<file path="src/rectangle_raster_canvas_unit_defines.svh">
// assertion macros for the rectangle raster canvas unit
`ifndef RECTANGLE_RASTER_CANVAS_UNIT_DEFINES_SVH
`define RECTANGLE_RASTER_CANVAS_UNIT_DEFINES_SVH

// same-cycle implication
`define RRC_ASSERT_IMP(label, clk, rst, ante, cons) \
  label: assert property (@(posedge clk) disable iff (rst) (ante) |-> (cons)) \
    else $error("rrc assertion failed");

// next-cycle implication
`define RRC_ASSERT_NXT(label, clk, rst, ante, cons) \
  label: assert property (@(posedge clk) disable iff (rst) (ante) |=> (cons)) \
    else $error("rrc assertion failed");

`endif

</file>
<file path="src/rrc_pkg.sv">
// shared constants, types and helpers for the rectangle raster canvas
`default_nettype none

package rrc_pkg;

  localparam int MAX_WIDTH_DEF  = 256;
  localparam int MAX_HEIGHT_DEF = 256;
  localparam int FRAC_BITS_DEF  = 8;

  localparam int COORD_W = 19;
  localparam int DIM_W   = 9;
  localparam int BYTE_W  = 8;

  localparam logic [BYTE_W-1:0] RESET_BYTE   = 8'd32;
  localparam logic [BYTE_W-1:0] KIND_FILLED  = 8'd82;
  localparam logic [BYTE_W-1:0] KIND_OUTLINE = 8'd114;

  typedef enum logic [1:0] {
    OP_CLEAR = 2'd0,
    OP_DRAW  = 2'd1,
    OP_READ  = 2'd2
  } op_t;

  typedef enum logic [1:0] {
    REG_WIDTH      = 2'd0,
    REG_HEIGHT     = 2'd1,
    REG_BACKGROUND = 2'd2
  } reg_idx_t;

  typedef struct packed {
    logic [BYTE_W-1:0]  kind;
    logic [COORD_W-1:0] left;
    logic [COORD_W-1:0] top;
    logic [COORD_W-1:0] width;
    logic [COORD_W-1:0] height;
  } rect_t;

  // index bits for a dimension of n entries
  function automatic int idx_bits(input int n);
    return (n > 1) ? $clog2(n) : 1;
  endfunction

  // bits for a dimension count up to the maximum, at least the register width
  function automatic int dim_bits(input int w, input int h);
    int b;
    b = DIM_W;
    if ($clog2(w + 1) > b) b = $clog2(w + 1);
    if ($clog2(h + 1) > b) b = $clog2(h + 1);
    return b;
  endfunction

endpackage

`default_nettype wire

</file>
<file path="src/rrc_geom.sv">
// rectangle bounds registers and per-cell paint test
`default_nettype none

module rrc_geom #(
  parameter int MAX_WIDTH  = rrc_pkg::MAX_WIDTH_DEF,
  parameter int MAX_HEIGHT = rrc_pkg::MAX_HEIGHT_DEF,
  parameter int FRAC_BITS  = rrc_pkg::FRAC_BITS_DEF
) (
  input  wire logic                                      clk,
  input  wire logic                                      load,
  input  wire rrc_pkg::rect_t                            rect,
  input  wire logic [rrc_pkg::idx_bits(MAX_HEIGHT)-1:0]  row,
  input  wire logic [rrc_pkg::idx_bits(MAX_WIDTH)-1:0]   col,
  output logic                                           hit
);
  import rrc_pkg::*;

  localparam int RB   = idx_bits(MAX_HEIGHT);
  localparam int CB   = idx_bits(MAX_WIDTH);
  localparam int MAXB = (RB > CB) ? RB : CB;
  localparam int PW   = (MAXB + FRAC_BITS > 20) ? MAXB + FRAC_BITS + 2 : 22;
  localparam logic signed [PW-1:0] ONE =
    {{(PW-FRAC_BITS-1){1'b0}}, 1'b1, {FRAC_BITS{1'b0}}};

  logic signed [PW-1:0] x1, x2, x1p, x2m;
  logic signed [PW-1:0] y1, y2, y1p, y2m;
  logic signed [PW-1:0] x1_in, y1_in, x2_in, y2_in;
  logic                 filled;
  logic signed [PW-1:0] cx, ly;
  logic                 in_x, in_y, border;

  assign x1_in = PW'($signed(rect.left));
  assign y1_in = PW'($signed(rect.top));
  assign x2_in = x1_in + PW'($signed(rect.width));
  assign y2_in = y1_in + PW'($signed(rect.height));

  always_ff @(posedge clk) begin
    if (load) begin
      x1     <= x1_in;
      x2     <= x2_in;
      x1p    <= x1_in + ONE;
      x2m    <= x2_in - ONE;
      y1     <= y1_in;
      y2     <= y2_in;
      y1p    <= y1_in + ONE;
      y2m    <= y2_in - ONE;
      filled <= (rect.kind == KIND_FILLED);
    end
  end

  assign cx = {{(PW-CB-FRAC_BITS){1'b0}}, col, {FRAC_BITS{1'b0}}};
  assign ly = {{(PW-RB-FRAC_BITS){1'b0}}, row, {FRAC_BITS{1'b0}}};

  assign in_x   = (cx >= x1) && (cx <= x2);
  assign in_y   = (ly >= y1) && (ly <= y2);
  assign border = (cx < x1p) || (cx > x2m) || (ly < y1p) || (ly > y2m);
  assign hit    = in_x && in_y && (filled || border);

endmodule

`default_nettype wire

</file>
<file path="config.mk">
export PLATFORM = sky130hd
export DESIGN_NAME = rrc_geom
export DESIGN_NICKNAME = d
export VERILOG_FILES = /design/src/rectangle_raster_canvas_unit_defines.svh /design/src/rrc_pkg.sv /design/src/rrc_geom.sv
export SDC_FILE = /design/constraint.sdc
export NUM_CORES = 1
export LEC_CHECK = 0
export BUFFER_PORTS_ARGS = -buffer_cell sky130_fd_sc_hd__buf_4
export CAP_MARGIN = 10
export CORE_MARGIN = 2
export CORE_UTILIZATION = 30
export CTS_CLUSTER_DIAMETER = 100
export DETAILED_ROUTE_END_ITERATION = 10
export HOLD_SLACK_MARGIN = 0.15
export PLACE_DENSITY = 0.51
export RECOVER_POWER = 100
export SLEW_MARGIN = 20
export SYNTH_ARGS = -nofsm -noshare
export SYNTH_HDL_FRONTEND = slang
export SYNTH_SLANG_ARGS = --single-unit
</file>
<file path="constraint.sdc">
create_clock -name clk -period 3.5 [get_ports clk]
set_input_delay 0.35 -clock clk [delete_from_list [all_inputs] [get_ports clk]]
set_output_delay 0.35 -clock clk [all_outputs]
set_load 0.005 [all_outputs]
</file>
Word-level counts from Yosys, hierarchy flattened:

Index checks and enable logic that the tools add are counted.
W data, S select, Z words.

* flip-flop bits (word level): 167
* bits of input ports: 102
* output and inout port bits: 1
* word-level logic and storage cells: 32

* add/subtract/negate cells: 6
* magnitude comparators: 8
* equal/unequal tests: 1
* reduce and logical (&&, ||, !) cells: 8

Operator list (count)
* $gt A17 B22 Y1: 2
* $lt A17 B22 Y1: 2
* $sub A20 B10 Y21 const B: 2
* $add A19 B10 Y20 const B: 2
* $add A19 B19 Y20: 2
* $le A17 B20 Y1: 2
* $ge A17 B19 Y1: 2
* $eq A8 B7 Y1 const B: 1
* $logic_and A1 B1 Y1: 4
* $logic_or A1 B1 Y1: 4

Depth between registers and ports, before layout:

Gate-level depths: netlist of the first run.

* depth after elaboration: 6
* depth in mapped cells: 12
* depth with buffers taken out: 12

Worst setup path before layout of the first run:

OpenSTA, ideal clock, no wires.

* path kind: input-to-reg
* start: input port rect[0] in the netlist's numbering
* end: register y2m[18] (data pin)
* data arrival time: 2899 ps
* path slack: 336 ps
* stages: 10
* buffers on the path: 1
* path through: ha_1 > fa_1 > a21o_1 > a221oi_2 > o31ai_1 > xor2_1 > or4_1 > buf_2 > or3_4 > xnor2_1

* longest elaborated chain between the ends: 2

RTL lines
* start, declared: RTL line rrc_geom.sv:11 `input wire rrc_pkg::rect_t rect,`
* $add A19 B19 Y20: RTL line rrc_geom.sv:35 `assign y2_in = y1_in + PW'($signed(rect.height));`
* named net y2_in[12]: RTL line rrc_geom.sv:27 `logic signed [PW-1:0] x1_in, y1_in, x2_in, y2_in;`
* $sub A20 B10 Y21: RTL line rrc_geom.sv:46 `y2m <= y2_in - ONE;`
* end signal, assigned: RTL line rrc_geom.sv:46
* end, declared: RTL line rrc_geom.sv:26 `logic signed [PW-1:0] y1, y2, y1p, y2m;`

The timed path passes the listed nets, and every way through them passes these cells.
A chain may end at the register's enable or synchronous reset.

Worst setup path after layout of the first run:

* start: register y2[6]
* end: output port hit

* longest elaborated chain between the ends: 4

RTL lines
* start, declared: RTL line rrc_geom.sv:26
* start signal, assigned: RTL line rrc_geom.sv:44 `y2 <= y2_in;`
* $le A17 B20 Y1: RTL line rrc_geom.sv:55 `assign in_y = (ly >= y1) && (ly <= y2);`
* $logic_and A1 B1 Y1: RTL line rrc_geom.sv:55
* $logic_and A1 B1 Y1 (2 in a row): RTL line rrc_geom.sv:57 `assign hit = in_x && in_y && (filled || border);`
* end, declared: RTL line rrc_geom.sv:14 `output logic hit`

Every way passes these cells.

==> results.tsv, run 1 <==
metric	value	unit
port buffer count	102	
post-DP HPWL	16500	um
Crit Path Category	reg -> out	
synthesized instance count	783	
first-pass GRT wire length	33000	um
Setup TNS Final	0	ns
Initial Utilization	30.5	%
number of flops mapped to enable cells by yosys	129	
DR vias	6394	
busiest grt layer	met2	
Initial DRT Pass Iterations	5	
Detail Route Antenna Nets	0	
Primary FF master, synth	edfxtp_1	
PD cells	481	nW/um2
most common cell after layout, fill and taps aside	edfxtp_1	
sw frac	27.1	%
Area Growth Syn to Fin	24.1	%
run status	finished, violations left	
Core Rows	61	
Syn Area/Cell	10.8	um2
number of global-route vias before repair	6117	
Final GP Congestion	0.839	
I/O Pins	103	
unrepaired setup endpoints after global routing	no	
Die Width	172	um
Core ar.	27800	um2
Synth async-reset ratio	0	%
failing checks	capacitance limit, slew limit	
Slew HR	-68.4	%
Min-Delay Path Class	in -> reg	
CTS tree	built	
Max H-tree Level	4	
CTS Buffer Depth	2	
capturing element type of the critical path	primary output	
maxcap violations	1	
CTS root buf	clkbuf_16	
post-route clock period utilization	97.1	%
Filler cells	2834	
Comb pwr share	21.7	%
Final Cell Area	10500	um2
crit-path max FO	2	
NetSw	1.37	mW
Fmax	294	MHz
1st-iter DRT viols	420	
final wirelength	21000	um
synthesized netlist net count	993	
Num CTS Buffers	17	
via/cell ratio	4.83	
leakage power	4.40	nW
Setup violations, final	0	
Int Power	3.69	mW
Final nets	1142	
antenna violations before repair	0	
slowest stage cell, crit path	or4_1	
Fin. Hold Viols	0	
met3 GRT Util	2.33	%
Ys Warns	0	
Yosys reg bits	129	
post-synthesis cell type count	68	
n_diodes	0	
final core utilization	37.9	%
Die Footprint	29600	um2
placed cell area	9830	um2
CP Cell Sequence	or4_1 > nor2_1 > a21oi_1 > a2111oi_1 > and4_1 > o21ai_0 > a31oi_1 > buf_4	
sequential share of the synthesized area	45.7	%
Max Slew Vio Count	45	
Max VDD drop	238	uV
Pwr Total	5.06	mW
commonest cells after routing, fill and taps aside	edfxtp_1 (129), ha_1 (105), inv_1 (85)	
GR Layer Usage met1	21.7	%
largest net degree at the start of global routing	86	
DRC	0	
Worst-path clk slew	0.07	ns
Seq pwr share	39.7	%
Crit path largest cell delay	0.59	ns
Clk network pwr share	38.6	%
Total GRT Usage	14.7	%
total congestion overflow	0	
CP Data Required Time	3.15	ns
WL/cell	15.9	um
die height	172	um
clock sink count	129	
ratio of cells with drive above 1 in the final layout	13.8	%
Startpoint Class	register	
Tmin final	3.40	ns
Mapped Area	8480	um2
Critical Path AT	3.05	ns
GR Util met2	22.5	%
Slew @ Worst Pin	2.53	ns
[metal layers]
| metal | wire length, um | vias up |
|---|---|---|
| met3 | 705 | 8 |
| met5 | 0 | - |
| met1 | 10800 | 3033 |
| met2 | 9370 | 114 |
| met4 | 131 | 0 |
| li1 | - | 3239 |
[kinds of logic after synthesis]
kind of cell,Yosys count,share of synthesized area [%]
fa+ha+maj,108,16.1
simple gates,205,12.8
buf+inv,94,4.20
xor+xnor,60,6.20
flops,129,45.7
mux,3,0.384
compound gates,184,14.6
[power by group through the flow]
stage,sequential [mW],clock [mW],combinational (mW)
after floorplan,2.02,0,0.700
after global placement,2.04,0,1.10
after detailed placement,2.04,0,1.11
after CTS,2.01,1.99,1.14
after global routing,2.03,2.06,1.26
final,2.01,1.95,1.10
[final timing paths]
| kind | start | to | slack (ns) | depth (start not counted) |
|---|---|---|---|---|
| max | y2[6]$_DFFE_PP_ | hit | 0.10 | 8 |
| min | rect[19] | x2[0]$_DFFE_PP_ | 0.23 | 2 |
[registers in the layout, summed over array words and instances, names as in the netlist]
signal  flops
y1p        12
filled      1
x1         19
x1p        12
y2         20
x2m        13
y2m        13
x2         20
y1         19
[through the flow]
stage / hold slack [ns] / instances / setup WS, ns
after floorplan: 0.449 / 783 / 0.336
after global placement: 0.540 / 1272 / 0.116
after detailed placement: 0.541 / 1272 / 0.0339
after CTS: 0.158 / 1322 / 0.0670
after global routing: 0.218 / 1323 / 0.00974
final: 0.230 / 1323 / 0.102
[repair_timing]
item                                    in CTS  in global routing
hold buffers                                18                  0
hold endpoints to repair                    18                  0
endpoints found under the setup margin       0                  7
resized for setup                            0                  6
buffers inserted                             0                  1
[area by class of cell]
class                   count  area [um2]  area share [%]
multi-input cells         560        4260            40.5
clock buffers              17         425            4.04
clock inverters            15         214            2.03
inverters                  85         319            3.03
flip-flops and latches    129        3870            36.8
well taps                 378         473            4.49
repair buffers            139         958            9.10
[critical path: cells and delay by family (launching register included)]
family | cells | cell delay (ns)
simple gates | 3 | 1.16
compound gates | 4 | 0.93
flops | 1 | 0.37
buf+inv | 1 | 0.16
[synth_stat cells, types with 3 or more instances]
cell	instances	area, um2
ha_1	106	1330
and4_1	5	43.8
o31ai_1	5	37.5
nor4_1	10	62.6
a2111oi_0	4	35.0
a211oi_1	6	45.0
edfxtp_1	129	3870
clkbuf_1	6	22.5
a21o_1	25	188
o21a_1	12	90.1
nand2b_1	7	43.8
and2_1	6	37.5
nor2_1	40	150
a211o_1	3	26.3
and3_1	6	37.5
buf_2	3	15.0
nand4_1	16	100
inv_1	85	319
nor2b_1	11	68.8
o21bai_1	4	30.0
xnor2_1	41	359
or3_1	4	25.0
a31oi_1	8	50.1
or4_1	5	37.5
nand3_1	25	125
nor3_1	15	75.1
o21ai_0	37	185
a21oi_1	42	210
xor2_1	19	166
nand2_1	41	154
o211ai_1	9	67.6
Note: power is estimated with default switching activity, not from simulation.
==> run 2: changes to the inputs <==
Settings changed: ABC_AREA set to 1, PLACE_DENSITY 0.51 to 0.5.
==> run 2 against run 1 <==
The flow still finishes with violations (capacitance limit, slew limit). Critical path type is now in -> reg. Worst setup slack improved by 0.45 ns. Total power fell by 3.2%. First-iteration DRC count fell by 15%. Largest power group unchanged. Highest routed layer unchanged.
==> results.tsv, run 2 <==
metric	value	unit	change
run status	finished, violations left		
Die Footprint	32000	um2	+8.1%
pre-CTS WS	0.704	ns	+0.670 ns
Core ar.	30300	um2	+9.2%
ratio of cells with drive above 1 in the final layout	9.55	%	-4.2 points
first-pass GRT wire length	37900	um	+15%
Pwr Total	4.90	mW	-3.2%
Syn Area/Cell	8.42	um2	-22%
Detail Route Antenna Nets	0		unchanged
commonest cells after routing, fill and taps aside	nand2_1 (281), inv_1 (192), edfxtp_1 (129)		
Crit Path Category	in -> reg		
final wirelength	24100	um	+14%
total congestion overflow	0		unchanged
Initial Utilization	30.3	%	-0.27 points
Regs by FF count	x2 x20, y2 x20		
CTS resizes	0		unchanged
Fin. Hold Viols	0		unchanged
DR vias	7526		+18%
Max VDD drop	305	uV	+28%
Die Width	179	um	+4.0%
Area Growth Syn to Fin	21.6	%	
sequential share of the synthesized area	42.2	%	-3.5 points
DRC	0		unchanged
CTS tree	built		
clock sink count	129		unchanged
leakage power	5.29	nW	+20%
crit-path max FO	5		+3
failing checks	capacitance limit, slew limit		
Min-Delay Path Class	in -> reg		
hold path startpoint	rect[0]		
CTS Buffer Depth	2		unchanged
capturing element type of the critical path	register		
Mapped Area	9180	um2	+8.3%
setup ws final	0.550	ns	+0.448 ns
post-route clock period utilization	84.3	%	-13 points
Slew HR	-70.5	%	-2.1 points
leading cell type by number of instances after synthesis	nand2_1		
Initial DRT Pass Iterations	5		unchanged
Total GRT Usage	15.6	%	+0.92 points
Synth top cells by count	nand2_1 (271), inv_1 (192), edfxtp_1 (129)		
Yosys reg bits	129		unchanged
Area contributors post-synth	edfxtp_1 (42%), ha_1 (14%), nand2_1 (11%)		
unrepaired setup endpoints after global routing	no		
n_diodes	0		unchanged
Synth top area share	42.2	%	-3.5 points
Hold WS	0.242	ns	+0.0128 ns
Startpoint Class	primary input		
Worst-path clk slew	0.06	ns	about the same
port buffer count	102		unchanged
Max H-tree Level	4		unchanged
number of flops mapped to enable cells by yosys	129		unchanged
number of global-route vias before repair	7455		+22%
I/O Pins	103		unchanged
synthesized netlist net count	1300		+31%
CP Data Required Time	3.68	ns	+0.53 ns
Num CTS Buffers	17		unchanged
Tmin final	2.95	ns	-0.448 ns
post-DP HPWL	19500	um	+18%
Fmax	339	MHz	+15%
maxcap violations	1		unchanged
Final nets	1454		+27%
Max Slew Vio Count	43		-4.4%
Synth area leader	edfxtp_1		
Final GP Congestion	0.888		+5.8%
post-synthesis cell type count	31		-54%
antenna violations before repair	0		unchanged
Primary FF master, synth	edfxtp_1		
Ys Warns	0		unchanged
crit path launch	rect[57]		
Slew @ Worst Pin	2.56	ns	+0.0312 ns
die height	179	um	+4.0%
CTS root buf	clkbuf_16		
PD cells	439	nW/um2	-8.7%
Setup TNS Final	0	ns	unchanged
synthesized instance count	1090		+39%
WL/cell	14.5	um	-8.4%
Synth async-reset ratio	0	%	unchanged
most common cell after layout, fill and taps aside	nand2_1		
Setup violations, final	0		unchanged
Critical Path AT	3.13	ns	+0.08 ns
1st-iter DRT viols	358		-15%
Core Rows	64		+4.9%
via/cell ratio	4.55		-5.8%
largest net degree at the start of global routing	71		-17%
run 2: cell count changes after synthesis, moves of 21 or more:
cell     change
nand2_1    +230
a21oi_1     +21
inv_1      +107
nand3_1     +36
nor2_1      +44
xnor2_1     -35
a21o_1      -25
run 2: critical path, cell delays in order:
cell           delay (ns)
dlygate4sd3_1        0.52
buf_1                0.12
ha_1                 0.22
inv_1                0.07
fa_1                 0.40
inv_1                0.11
nand2_1              0.05
nand2_1              0.11
nand3_1              0.10
nand2_1              0.10
nand2_1              0.05
nand2_1              0.14
ha_1                 0.20
inv_1                0.06
nor2_1               0.12
nand2_2              0.09
nor2_4               0.13
nand2_1              0.07
nand2_1              0.06
nand2_1              0.04
run 2: logic make-up after synthesis:
| group | Yosys count | share of synthesized area (%) |
|---|---|---|
| fa+ha+maj | 108 | 14.9 |
| xor+xnor | 39 | 3.72 |
| compound gates | 104 | 6.12 |
| buf+inv | 192 | 7.85 |
| flops | 129 | 42.2 |
| simple gates | 518 | 25.2 |
run 2: metal layers:
| layer | routed length, um | share of wire (%) | GRT usage, % |
|---|---|---|---|
| met4 | 359 | 1.5 | 4.51 |
| met1 | 11500 | 48 | 20.5 |
| met2 | 11500 | 48 | 26.5 |
| met3 | 684 | 2.8 | 2.50 |
| met5 | 0 | 0 | 0 |
run 2: timing repair:
action                                 CTS  global route
buffers inserted                         0             0
hold buffers                            30             0
endpoints found under the hold margin   30             0
run 2: layout make-up:
type	instances	area, um2
clock inverter	15	156
sequential	129	3870
timing repair buffer	135	975
multi-input combinational	769	4520
clock buffer	17	425
inverter	192	721
fill	3199	19200
tap	396	495
run 2: path summary, 6_finish.rpt:
path,slack (ns),cells past startpoint,endpoint
setup / recovery,0.55,20,x2m[18]$_DFFE_PP_
hold / removal,0.24,2,y2[0]$_DFFE_PP_
run 2: through the flow:
stage	utilization, %	instances	area (um2)
floorplan	-	1090	9180
global placement	34.5	1591	10500
detailed placement	34.5	1591	10500
CTS	37.4	1653	11400
global route	36.8	1653	11200
finish	36.8	1653	11200
run 2: where the power goes:
part           total [mW]  switching (mW)  internal, mW
sequential           1.99          0.0532          1.94
combinational        1.12           0.701         0.421
clock                1.79           0.734          1.06
